===== config.mk =====
export PLATFORM = sky130hd
export DESIGN_NAME = ihx_parser
export DESIGN_NICKNAME = d
export VERILOG_FILES = /design/src/rtl/core/ihx_pkg.sv /design/src/rtl/core/ihx_judge.sv /design/src/rtl/core/ihx_parser.sv
export SDC_FILE = /design/constraint.sdc
export NUM_CORES = 1
export LEC_CHECK = 0
export BUFFER_PORTS_ARGS = -buffer_cell sky130_fd_sc_hd__clkbuf_2
export CORE_UTILIZATION = 52
export DETAILED_ROUTE_END_ITERATION = 10
export GPL_ROUTABILITY_DRIVEN = 1
export GPL_TIMING_DRIVEN = 0
export PLACE_DENSITY = 0.85
export SLEW_MARGIN = 20
export SYNTH_ARGS = -nofsm -noshare
export SYNTH_HDL_FRONTEND = slang
export SYNTH_SLANG_ARGS = --single-unit

===== constraint.sdc =====
create_clock -name i_clk -period 3.2 [get_ports i_clk]
set_input_delay 0.32 -clock i_clk [delete_from_list [all_inputs] [get_ports i_clk]]
set_output_delay 0.32 -clock i_clk [all_outputs]
set_load 0.02 [all_outputs]

===== src/rtl/core/ihx_pkg.sv =====
// ihx_pkg: shared types, record type codes and verdict codes for the
// intel hex record checker. No dependencies.
package ihx_pkg;

    localparam int unsigned ADDR_W = 32;
    localparam int unsigned POS_W  = 9;

    // record type field values
    localparam logic [7:0] REC_DATA      = 8'h00;
    localparam logic [7:0] REC_EOF       = 8'h01;
    localparam logic [7:0] REC_EXT_SEG   = 8'h02;
    localparam logic [7:0] REC_START_SEG = 8'h03;
    localparam logic [7:0] REC_EXT_LIN   = 8'h04;
    localparam logic [7:0] REC_START_LIN = 8'h05;

    // verdict codes
    localparam logic [3:0] VERDICT_TEXT     = 4'd0;
    localparam logic [3:0] VERDICT_IMAGE    = 4'd1;
    localparam logic [3:0] VERDICT_EOF      = 4'd2;
    localparam logic [3:0] VERDICT_BASE     = 4'd3;
    localparam logic [3:0] VERDICT_START    = 4'd4;
    localparam logic [3:0] VERDICT_CHECKSUM = 4'd5;
    localparam logic [3:0] VERDICT_LENGTH   = 4'd6;
    localparam logic [3:0] VERDICT_OUTSIDE  = 4'd7;
    localparam logic [3:0] VERDICT_TYPE     = 4'd8;

    // configuration register indexes
    localparam logic [1:0] CFG_PROG_BASE = 2'd0;
    localparam logic [1:0] CFG_PROG_LEN  = 2'd1;
    localparam logic [1:0] CFG_IMG_BASE  = 2'd2;
    localparam logic [1:0] CFG_IMG_LEN   = 2'd3;

    typedef struct packed {
        logic [ADDR_W-1:0] prog_base;
        logic [ADDR_W:0]   prog_top;
        logic [ADDR_W-1:0] img_base;
        logic [ADDR_W:0]   img_top;
        logic              img_en;
    } t_win;

    typedef struct packed {
        logic [7:0]        sum;
        logic [7:0]        kind;
        logic [7:0]        count;
        logic [15:0]       offset;
        logic [7:0]        first;
        logic [7:0]        second;
        logic [ADDR_W:0]   lo;
        logic [ADDR_W:0]   hi;
        logic [ADDR_W-1:0] upper_base;
    } t_rec;

    typedef struct packed {
        logic [3:0]        verdict;
        logic [ADDR_W-1:0] write_address;
        logic [7:0]        byte_count;
        logic [ADDR_W-1:0] base_now;
    } t_res;

endpackage


===== src/rtl/core/ihx_judge.sv =====
// ihx_judge: verdict logic for one completed record, checksum first,
// then type, count and window tests. Depends on ihx_pkg.
module ihx_judge (
    input  ihx_pkg::t_rec i_rec,
    input  ihx_pkg::t_win i_win,
    output ihx_pkg::t_res o_res
);
    import ihx_pkg::*;

    logic in_prog;
    logic in_img;
    logic hdr_zero;

    assign in_prog  = (i_rec.lo >= {1'b0, i_win.prog_base}) && (i_rec.hi <= i_win.prog_top);
    assign in_img   = i_win.img_en && (i_rec.lo >= {1'b0, i_win.img_base})
                      && (i_rec.hi <= i_win.img_top);
    assign hdr_zero = (i_rec.offset == 16'h0000);

    always_comb begin
        o_res.verdict       = VERDICT_TYPE;
        o_res.write_address = '0;
        o_res.byte_count    = i_rec.count;
        o_res.base_now      = i_rec.upper_base;
        if (i_rec.sum != 8'h00) begin
            o_res.verdict = VERDICT_CHECKSUM;
        end else begin
            case (i_rec.kind)
                REC_DATA: begin
                    o_res.write_address = i_rec.lo[ADDR_W-1:0];
                    if (in_prog) begin
                        o_res.verdict = VERDICT_TEXT;
                    end else if (in_img) begin
                        o_res.verdict = VERDICT_IMAGE;
                    end else begin
                        o_res.verdict = VERDICT_OUTSIDE;
                    end
                end
                REC_EOF: begin
                    if (i_rec.count != 8'd0 || !hdr_zero) begin
                        o_res.verdict = VERDICT_LENGTH;
                    end else begin
                        o_res.verdict = VERDICT_EOF;
                    end
                end
                REC_EXT_SEG, REC_EXT_LIN: begin
                    if (i_rec.count != 8'd2 || !hdr_zero) begin
                        o_res.verdict = VERDICT_LENGTH;
                    end else begin
                        o_res.verdict = VERDICT_BASE;
                        if (i_rec.kind == REC_EXT_SEG) begin
                            o_res.base_now = {12'h000, i_rec.first, i_rec.second, 4'h0};
                        end else begin
                            o_res.base_now = {i_rec.first, i_rec.second, 16'h0000};
                        end
                    end
                end
                REC_START_SEG, REC_START_LIN: begin
                    if (i_rec.count != 8'd4 || !hdr_zero) begin
                        o_res.verdict = VERDICT_LENGTH;
                    end else begin
                        o_res.verdict = VERDICT_START;
                    end
                end
                default: begin
                    o_res.verdict = VERDICT_TYPE;
                end
            endcase
        end
    end

endmodule


===== src/rtl/core/ihx_parser.sv =====
// ihx_parser: per-byte record state (position, header fields, byte sum,
// first data bytes, upper base, record address span). Depends on ihx_pkg, ihx_judge.
module ihx_parser (
    input  logic          i_clk,
    input  logic          i_rst_n,
    input  logic          i_go,
    input  logic [7:0]    i_byte,
    input  logic          i_start,
    input  ihx_pkg::t_win i_win,
    output logic          o_res_valid,
    output ihx_pkg::t_res o_res
);
    import ihx_pkg::*;

    logic [POS_W-1:0]  r_pos;
    logic              r_open;
    logic [7:0]        r_count;
    logic [15:0]       r_offset;
    logic [7:0]        r_kind;
    logic [7:0]        r_sum;
    logic [7:0]        r_first;
    logic [7:0]        r_second;
    logic [ADDR_W-1:0] r_base;
    logic [ADDR_W:0]   r_lo;
    logic [ADDR_W:0]   r_hi;

    logic [7:0]        n_sum;
    logic [POS_W-1:0]  data_end;
    logic              at_check;
    t_rec              rec;

    assign n_sum    = r_sum + i_byte;
    assign data_end = {1'b0, r_count} + POS_W'(4);
    assign at_check = (r_pos >= POS_W'(4)) && !(r_pos < data_end);

    assign rec.sum        = n_sum;
    assign rec.kind       = r_kind;
    assign rec.count      = r_count;
    assign rec.offset     = r_offset;
    assign rec.first      = r_first;
    assign rec.second     = r_second;
    assign rec.lo         = r_lo;
    assign rec.hi         = r_hi;
    assign rec.upper_base = r_base;

    ihx_judge u_judge (
        .i_rec (rec),
        .i_win (i_win),
        .o_res (o_res)
    );

    assign o_res_valid = i_go && !i_start && r_open && at_check;

    always_ff @(posedge i_clk) begin
        if (!i_rst_n) begin
            r_pos    <= '0;
            r_open   <= 1'b0;
            r_count  <= '0;
            r_offset <= '0;
            r_kind   <= '0;
            r_sum    <= '0;
            r_first  <= '0;
            r_second <= '0;
            r_base   <= '0;
            r_lo     <= '0;
            r_hi     <= '0;
        end else if (i_go) begin
            if (i_start) begin
                r_open   <= 1'b1;
                r_count  <= i_byte;
                r_sum    <= i_byte;
                r_offset <= '0;
                r_kind   <= '0;
                r_first  <= '0;
                r_second <= '0;
                r_pos    <= POS_W'(1);
            end else if (r_open) begin
                r_sum <= n_sum;
                r_pos <= r_pos + POS_W'(1);
                if (r_pos == POS_W'(1)) begin
                    r_offset[15:8] <= i_byte;
                end else if (r_pos == POS_W'(2)) begin
                    r_offset[7:0] <= i_byte;
                    r_lo <= {1'b0, r_base} + {17'h0_0000, r_offset[15:8], i_byte};
                end else if (r_pos == POS_W'(3)) begin
                    r_kind <= i_byte;
                    r_hi   <= r_lo + {25'h000_0000, r_count};
                end else if (!at_check) begin
                    if (r_pos == POS_W'(4)) begin
                        r_first <= i_byte;
                    end else if (r_pos == POS_W'(5)) begin
                        r_second <= i_byte;
                    end
                end else begin
                    // checksum byte closes the record
                    r_base <= o_res.base_now;
                    r_open <= 1'b0;
                    r_pos  <= '0;
                end
            end
        end
    end

endmodule

==> flow_metrics.tcl, run 1 <==
set metrics [dict create \
    status "finished with violations" \
    violations "negative setup slack" \
    skew_ns 0.00661 \
    grt_pass1_vias 13437 \
    antenna_left 0 \
    nets 2244 \
    ys_async_sr_fraction 0 \
    grt_start_max_net_pins 17 \
    synth_top_family_by_area "simple AND/OR/NAND/NOR gates" \
    cp_max_fo 6 \
    num_antenna_cells 0 \
    wl_per_cell_um 21.6 \
    syn_to_final_growth_pct 34.8 \
    total_power_uw 4990 \
    port_buffers 218 \
    avgSynthCellArea_um2 7.70 \
    synthAdderAreaFrac 0.178 \
    detail_route.wirelength_mm 48.7 \
    dr.pass1.iters 6 \
    synth.top_cell.area_share 0.259 \
    antenna_found_initial 0 \
    synthCells 1648 \
    cts_buffers 17 \
    p_leak_uw 0.00783 \
    rsz0062_at_grt "true" \
    cp.required_ns 2.88 \
    synth_area_leader_cell "dfxtp_1" \
    synth_edf_count 0 \
    grt_pass1_wl_mm 69.9 \
    crit_start "r_count[7]" \
    ctsLongestPathBuffers 2 \
    synth_most_common_cell "nand2_1" \
    synth.mux.area_fraction 0.0467 \
    synth-xor-area-share 0.0435 \
    finalSetupViolations 104 \
    viasPerCell 6.32 \
    drive_gt1_frac 0.261 \
    cts-root-buf "clkbuf_16" \
    dp_cells 2185 \
    ys_warn_count 0 \
    ys_types 69 \
    initial_utilization 0.536 \
    hpwl_mm 31.6 \
    fin_util 0.722 \
    max_cap_viol_count 0 \
    endpoint_kind "primary output" \
    synth-seq-cells 164 \
    period_needed_ns 3.91 \
    syn_area_um2 12700 \
    start_kind "flip-flop" \
    drc 0 \
    synth_area_leaders "dfxtp_1, ha_1, nand2_1" \
    fillCellCount 1583 \
    cp.arrival_ns 3.59 \
    worstReg2RegStart "r_sum[0]" \
    min_from "i_byte[1]" \
    ys_top_cells_by_count "nand2_1, ha_1, dfxtp_1" \
    hold_viol 0 \
    cts_tree "built" \
    max_freq_ghz 0.255 \
    die_w_um 158 \
    drtIter0Drc 1617 \
    instances_no_fill 2253 \
    crit_path_end "o_res[6]" \
    slew_headroom 0.353 \
    max-vdd-ir-drop_mv 0.391 \
    p_per_area_nw_per_um2 292 \
    die_h_um 158 \
    ioPinCount 220 \
    synthSimpleGateAreaFrac 0.217 \
    cts_num_sinks 164 \
    whs_path_depth 3 \
    reg2reg_slack_ns -0.37 \
    ctsHtreeMaxLevel 4 \
    dieArea_um2 25000 \
    clk_latency_ns 0.44 \
    synth_ff_type "dfxtp_1" \
    clkSlewWorstSetupHoldPaths_ns 0.06 \
    tightest_slew_ns 0.967 \
    r2r-end "r_base[23]" \
    num_vias 14242 \
    gp_congestion 0.957 \
    min_path_type "input pin to flip-flop" \
    worst-setup-path-type "flip-flop to primary output" \
    report.final.slew_viol_count 0 \
    synth-compound-area-share 0.186 \
    grtUsageTotal 0.361 \
    fin_crit_sh 1.22 \
    fp-row-count 56 \
    overflow 0 \
    core-area_um2 23700 \
    syn_nets 1970 \
    fin_ws_ns -0.714 \
    r2r_cells 17 \
    ys_seq_area_frac 0.259 \
]
[worst min-delay path by stage]
stage                              to  slack (ns)
after floorplan              r_sum[1]        0.45
after global placement    r_offset[2]        0.46
after detailed placement     r_sum[1]        0.48
after CTS                  r_count[1]        0.21
after global routing       r_count[2]        0.23
final                      r_count[1]        0.22
[per-layer routing]
layer	wire length (µm)	GRT usage	share of wire	up-vias
li1	-	-	-	6309
met4	3540	0.232	0.073	0
met2	21900	0.599	0.45	1085
met1	18100	0.427	0.37	6508
met5	0	0	0	-
met3	5170	0.0687	0.11	340
[cell type report]
type,count,area [µm²],area share
Buffer,65,433,0.0253
Clock buffer,23,478,0.0280
Clock inverter,8,125,0.00732
Inverter,160,601,0.0351
Multi-Input combinational cell,1255,9560,0.559
Sequential cell,164,3330,0.195
Tap cell,319,399,0.0233
Timing Repair Buffer,259,2170,0.127
[registers in the layout, summed over array words and instances, names as in the netlist]
| name | count |
|---|---|
| r_kind | 8 |
| r_open | 1 |
| r_second | 8 |
| r_pos | 9 |
| r_first | 8 |
| r_offset | 16 |
| r_base | 32 |
| r_lo | 33 |
| r_hi | 33 |
| r_count | 8 |
| r_sum | 8 |
[report_power, final]
group | switching (µW) | total (µW) | internal [µW]
Clock | 851 | 2140 | 1290
Combinational | 450 | 738 | 288
Sequential | 46.9 | 2110 | 2070
[placed cells by master (no fill, tap or decap), types with 9 or more instances in the layout]
cell / count
ha_1: 169
nand2_1: 163
inv_1: 157
clkbuf_2: 155
dfxtp_1: 141
nor2_1: 140
a21oi_1: 110
o21ai_0: 63
buf_8: 58
mux2i_1: 54
a211oi_1: 48
clkbuf_1: 47
nand3_1: 41
xor2_1: 34
and2_4: 34
xnor2_1: 29
and3_1: 29
a21o_1: 27
buf_4: 25
clkbuf_16: 22
nand4_1: 21
buf_6: 20
nor2b_1: 18
nand2_2: 15
o21ai_4: 15
a21oi_2: 15
dfxtp_2: 15
nand3_2: 14
a31oi_1: 13
nor3_1: 10
and2_1: 10
nand2_4: 10
o211ai_1: 10
o21ai_2: 9
and4_1: 9
clkbuf_8: 9
[kinds of logic after synthesis]
| family | after synthesis |
|---|---|
| compound gates | 379 |
| simple gates | 575 |
| xor+xnor | 63 |
| flops | 164 |
| mux | 59 |
| fa+ha+maj | 179 |
| buf+inv | 229 |
[metrics by stage]
stage / hold WS (ns) / worst slack (ns) / TNS [ns] / instance area [µm²]
floorplan: 0.449 / -0.0119 / -0.0714 / 12800
finish: 0.215 / -0.714 / -43.82 / 17100
CTS: 0.205 / -0.447 / -29.96 / 16600
detailed placement: 0.481 / -1.17 / -97.03 / 14300
global route: 0.232 / -0.650 / -51.06 / 17100
global placement: 0.465 / -1.12 / -92.56 / 14300
[worst max-delay path, cell delays in order, from the launching register on]
cell	delay, ns
dfxtp_2	0.41
nor4_2	0.41
nand4_1	0.27
nor4_4	0.27
nand2_1	0.16
or4_4	0.63
or2_4	0.34
buf_12	0.16
clkbuf_16	0.17
o21ai_4	0.18
buf_8	0.14
[repair_timing]
item	4_1_cts	5_1_grt
hold endpoints to repair	0	0
buffers inserted	23	8
hold buffers	0	0
resized for setup	330	159
gates cloned	8	3
pin swaps	76	23
endpoints found under the setup margin	134	139
No activity file was read; power rests on OpenSTA's default activity.
==> run 2: changes to the inputs <==
--- a/config.mk
+++ b/config.mk
@@ -6,11 +6,12 @@
 export NUM_CORES = 1
 export LEC_CHECK = 0
 export BUFFER_PORTS_ARGS = -buffer_cell sky130_fd_sc_hd__clkbuf_2
-export CORE_UTILIZATION = 52
+export CORE_UTILIZATION = 62
+export CTS_CLUSTER_SIZE = 24
 export DETAILED_ROUTE_END_ITERATION = 10
 export GPL_ROUTABILITY_DRIVEN = 1
 export GPL_TIMING_DRIVEN = 0
-export PLACE_DENSITY = 0.85
+export PLACE_DENSITY = 0.94
 export SLEW_MARGIN = 20
 export SYNTH_ARGS = -nofsm -noshare
 export SYNTH_HDL_FRONTEND = slang
==> constraint.sdc (replaced) <==
create_clock -name i_clk -period 5 [get_ports i_clk]
set_input_delay 0.5 -clock i_clk [delete_from_list [all_inputs] [get_ports i_clk]]
set_output_delay 0.5 -clock i_clk [all_outputs]
set_load 0.02 [all_outputs]
==> run 2 against run 1 <==
  * The run now ends clean
  * Hold slack better by 0.17 ns
  * Die area is 16% lower
  * Utilization grew 2.2 points
  * Critical path type unchanged
  * Largest cell class unchanged
==> flow_metrics.tcl, run 2 (same netlist as run 1, synthesis figures left out) <==
set metrics [dict create \
    pwr-share-clk 0.430 \
    ctsLongestPathBuffers 2 \
    intPower_uw 2240 \
    p_per_area_nw_per_um2 209 \
    p_leak_uw 0.00705 \
    instances_no_fill 2164 \
    total_power_uw 3080 \
    antenna_found_initial 0 \
    slew_headroom 0.380 \
    reg_top3 "r_hi: 33 flops, r_lo: 33 flops, r_base: 32 flops" \
    ioPinCount 220 \
    grt_util_met2 0.636 \
    grt.met1_usage 0.447 \
    grt_pass1_wl_mm 64.1 \
    die_w_um 145 \
    worstReg2RegStart "r_count[2]" \
    p_sw_frac 0.272 \
    crit_start "r_sum[0]" \
    skew_ns 0.00935 \
    nets 2208 \
    met3_usage 0.0695 \
    drc 0 \
    clkSlewWorstSetupHoldPaths_ns 0.06 \
    worst-setup-path-type "flip-flop to primary output" \
    cp.arrival_ns 4.04 \
    gp_congestion 0.983 \
    clk_latency_ns 0.44 \
    endpoint_kind "primary output" \
    cts_tree "built" \
    detail_route.wirelength_mm 40.6 \
    status "completed" \
    r2r-end "r_first[5]" \
    max_freq_ghz 0.220 \
    reg2reg_slack_ns 1.12 \
    tightest_slew_ns 0.927 \
    cts_buffers 17 \
    max-vdd-ir-drop_mv 0.258 \
    num_vias 13461 \
    dp_cells 2131 \
    ctsHtreeMaxLevel 4 \
    tns_ns 0 \
    dieArea_um2 21000 \
    initial_utilization 0.641 \
    crit_path_end "o_res[71]" \
    p_sw_uw 840 \
    antenna_left 0 \
    start_kind "flip-flop" \
    viasPerCell 6.22 \
    grt-busiest-layer "met2" \
    hpwl_mm 31.1 \
    overflow 0 \
    fin_util 0.744 \
    grtUsageTotal 0.378 \
    fp-row-count 51 \
    syn_to_final_growth_pct 16.0 \
    slowest_stage "clkbuf_1" \
    max_cap_viol_count 0 \
    core-area_um2 19800 \
    cts_num_sinks 164 \
    finalSetupViolations 0 \
    r2r_cells 11 \
    drtIter0Drc 1342 \
    num_antenna_cells 0 \
    hold_viol 0 \
    rsz0062_at_grt "false" \
    layout_commonest_cell "clkbuf_2" \
    grt_pass1_vias 12882 \
    wl_per_cell_um 18.8 \
    final_cell_mix "clkbuf_2, nand2_1, ha_1" \
    port_buffers 218 \
    period_needed_ns 4.54 \
    cts-root-buf "clkbuf_16" \
    power_frac_seq 0.438 \
    die_h_um 145 \
    report.final.slew_viol_count 0 \
    min_path_type "input pin to flip-flop" \
    cp.required_ns 4.50 \
    p_comb_frac 0.132 \
    fin_crit_sh 0.907 \
    grt_start_max_net_pins 17 \
    cp_max_fo 10 \
    cp_cell_sequence "ha_1, inv_1, fa_1, nand2b_1, a21o_1, a211oi_1, nor4b_1, nand4b_1, buf_4, nor2_1, clkbuf_1, and2_1, clkbuf_2" \
    dr.pass1.iters 6 \
    drive_gt1_frac 0.144 \
    cp_slowest_stage_delay_ns 0.43 \
]
run 2: cell type report:
class,instances,area (µm²)
well taps,265,332
flip-flops and latches,164,3280
multi-input cells,1255,8520
plain buffers,69,289
clock buffers,19,443
clock inverters,13,149
inverters,160,601
fillers,1427,5070
repair buffers,219,1100
run 2: what timing repair did:
action	CTS	global route
setup endpoints to repair	0	22
setup buffers	0	1
hold buffers	0	0
gates resized for setup	0	0
run 2: through the flow:
stage,worst slack (ns),cell area (µm²),hold slack [ns]
6_report,0.464,14700,0.386
2_1_floorplan,1.15,12700,0.449
4_1_cts,0.129,14700,0.385
5_1_grt,0.324,14700,0.407
3_3_place_gp,0.264,14100,0.465
3_5_place_dp,0.235,14100,0.479
run 2: critical path, delay by kind of cell, from the launching register on:
| kind | cells | cell delay (ns) |
|---|---|---|
| and+or+nand+nor | 5 | 1.19 |
| buffers and inverters | 4 | 0.94 |
| adders and majority gates | 2 | 0.63 |
| AOI/OAI and AO/OA | 2 | 0.49 |
| DFF | 1 | 0.35 |
run 2: metal layers:
layer | vias up | part of all wire
met4 | 0 | 0.062
met1 | 6133 | 0.38
met2 | 848 | 0.46
met5 | - | 0
li1 | 6249 | -
met3 | 231 | 0.098
run 2: worst min-delay path by stage:
stage                            from          end  slack, ns  cells after the start
after floorplan              r_sum[1]     r_sum[1]       0.45                      2
after global placement    r_offset[2]  r_offset[2]       0.46                      2
after detailed placement  r_offset[2]  r_offset[2]       0.48                      2
after CTS                   i_byte[2]   r_count[2]       0.39                      3
after global routing        i_byte[2]   r_count[2]       0.41                      3
final                       i_byte[2]   r_count[2]       0.39                      3
run 2: power groups by stage:
stage | Combinational [µW] | Clock (µW) | Sequential (µW)
after global placement | 373 | 0 | 1380
final | 405 | 1330 | 1350
after detailed placement | 387 | 0 | 1380
after floorplan | 240 | 0 | 1370
after global routing | 444 | 1380 | 1350
after CTS | 395 | 1310 | 1350
==> run 3: changes to the inputs <==
--- a/config.mk
+++ b/config.mk
@@ -6,12 +6,14 @@
 export NUM_CORES = 1
 export LEC_CHECK = 0
 export BUFFER_PORTS_ARGS = -buffer_cell sky130_fd_sc_hd__clkbuf_2
+export CAP_MARGIN = 20
 export CORE_UTILIZATION = 62
 export CTS_CLUSTER_SIZE = 24
 export DETAILED_ROUTE_END_ITERATION = 10
 export GPL_ROUTABILITY_DRIVEN = 1
 export GPL_TIMING_DRIVEN = 0
 export PLACE_DENSITY = 0.94
+export RECOVER_POWER = 100
 export SLEW_MARGIN = 20
 export SYNTH_ARGS = -nofsm -noshare
 export SYNTH_HDL_FRONTEND = slang
==> run 3 against run 2 <==
  * The run now ends with max-capacitance violations, max-slew violations left
  * Combinational power about the same
  * Non-clock buffer count unchanged
  * Final cell count unchanged
  * Total power about the same
  * Global-route usage unchanged
  * Sequential power about the same
  * Maximum frequency decreased by 3.5%
  * Flip-flop and latch count unchanged
  * Critical path depth unchanged
  * Critical path type unchanged
==> flow_metrics.tcl, run 3 (same netlist as run 1, synthesis figures left out) <==
set metrics [dict create \
    cts-root-buf "clkbuf_16" \
    p_sw_uw 840 \
    finalSetupViolations 0 \
    fp-row-count 51 \
    p_leak_uw 0.00685 \
    report.final.slew_viol_count 15 \
    cp_cell_sequence "ha_1, inv_1, fa_1, nand2b_1, a21o_1, a211oi_1, nor4b_1, nand4b_1, clkbuf_1, nor2_1, clkbuf_1, and2_0, clkbuf_2" \
    die_h_um 145 \
    die_w_um 145 \
    cp.arrival_ns 4.20 \
    antenna_left 0 \
    cp_max_fo 10 \
    pwr-share-clk 0.431 \
    hold_viol 0 \
    detail_route.wirelength_mm 40.6 \
    dr.pass1.iters 10 \
    intPower_uw 2240 \
    fin_crit_sh 0.940 \
    hpwl_mm 31.1 \
    multi_input_area_um2 8500 \
    seq_area_um2 3280 \
    reg2reg_slack_ns 0.66 \
    worst_path_most_repeated_cell "clkbuf_1" \
    worst-setup-path-type "flip-flop to primary output" \
    cts_buffers 17 \
    grtUsageTotal 0.378 \
    antenna_found_initial 0 \
    power_frac_seq 0.438 \
    drive_gt1_frac 0.116 \
    drc 0 \
    viasPerCell 6.21 \
    num_vias 13433 \
    start_kind "flip-flop" \
    period_needed_ns 4.70 \
    slew_headroom -0.240 \
    grt_pass1_vias 12882 \
    reg_top3 "r_hi: 33 flops, r_lo: 33 flops, r_base: 32 flops" \
    status "finished with violations" \
    ctsHtreeMaxLevel 4 \
    grt_start_max_net_pins 17 \
    tightest_slew_ns 1.81 \
    fillCellCount 1461 \
    p_sw_frac 0.273 \
    p_per_area_nw_per_um2 211 \
    core-area_um2 19800 \
    clkSlewWorstSetupHoldPaths_ns 0.07 \
    gp_congestion 0.983 \
    skew_ns 0.00849 \
    max_freq_ghz 0.213 \
    wl_per_cell_um 18.8 \
    cp.required_ns 4.50 \
    nets 2208 \
    syn_to_final_growth_pct 15.2 \
    fin_ws_ns 0.299 \
    clk_latency_ns 0.44 \
    cts_tree "built" \
    tns_ns 0 \
    layout_commonest_cell "nand2_1" \
    ctsLongestPathBuffers 2 \
    cp_slowest_stage_delay_ns 0.43 \
    max-vdd-ir-drop_mv 0.254 \
    place_ws_ns 0.235 \
    grt_pass1_wl_mm 64.1 \
    violations "max-capacitance violations, max-slew violations" \
    port_buffers 218 \
    dieArea_um2 21000 \
    min_path_type "input pin to flip-flop" \
    overflow 0 \
    ioPinCount 220 \
    p_comb_frac 0.131 \
    cts_resized 0 \
    num_antenna_cells 0 \
    cts_num_sinks 164 \
    slowest_stage "clkbuf_1" \
    max_cap_viol_count 2 \
    endpoint_kind "primary output" \
    final_cell_mix "nand2_1, ha_1, clkbuf_2" \
    drtIter0Drc 1336 \
    fin_util 0.739 \
    rsz0062_at_grt "false" \
    initial_utilization 0.641 \
]
run 3: metrics by stage:
step / power [µW] / cell area (µm²) / hold WS, ns / instances
2_1_floorplan: 1610 / 12700 / 0.449 / 1648
3_3_place_gp: 1750 / 14100 / 0.465 / 2131
3_5_place_dp: 1760 / 14100 / 0.479 / 2131
4_1_cts: 3060 / 14700 / 0.385 / 2163
5_1_grt: 3170 / 14600 / 0.407 / 2164
6_report: 3080 / 14600 / 0.390 / 2164
run 3: metal layers:
metal / wire length (µm) / GRT usage
met2: 18700 / 0.636
met5: 0 / 0
met3: 4040 / 0.0695
met1: 15500 / 0.447
met4: 2410 / 0.228
run 3: worst max-delay path, delay by kind of cell (launching register included):
kind | cells | cell delay [ns]
and+or+nand+nor | 5 | 1.28
buffers and inverters | 4 | 1.03
adders and majority gates | 2 | 0.62
AOI/OAI and AO/OA | 2 | 0.49
DFF | 1 | 0.34
run 3: path summary, 6_finish.rpt:
| kind | from | end | cells past startpoint |
|---|---|---|---|
| setup reg to reg | r_sum[0] | r_base[11] | 14 |
| hold / removal | i_byte[2] | r_count[2] | 3 |
| setup / recovery | r_sum[0] | o_res[71] | 13 |
| hold reg to reg | r_lo[0] | r_lo[0] | 2 |
run 3: power groups by stage:
stage	combinational [µW]	sequential [µW]	clock [µW]
4_1_cts	395	1350	1310
3_5_place_dp	387	1380	0
3_3_place_gp	373	1380	0
5_1_grt	441	1350	1380
2_1_floorplan	240	1370	0
6_report	403	1350	1330
run 3: cell type report:
cell class                 instances  share of cell area
inverter                         160              0.0411
buffer                            69              0.0178
sequential                       164               0.225
multi-input combinational       1255               0.582
clock buffer                      19              0.0303
timing repair buffer             219              0.0713
tap                              265              0.0227
clock inverter                    13              0.0102
run 3: timing repair:
action | CTS | global route
buffers inserted | 0 | 1
setup endpoints to repair | 0 | 22
hold buffers | 0 | 0
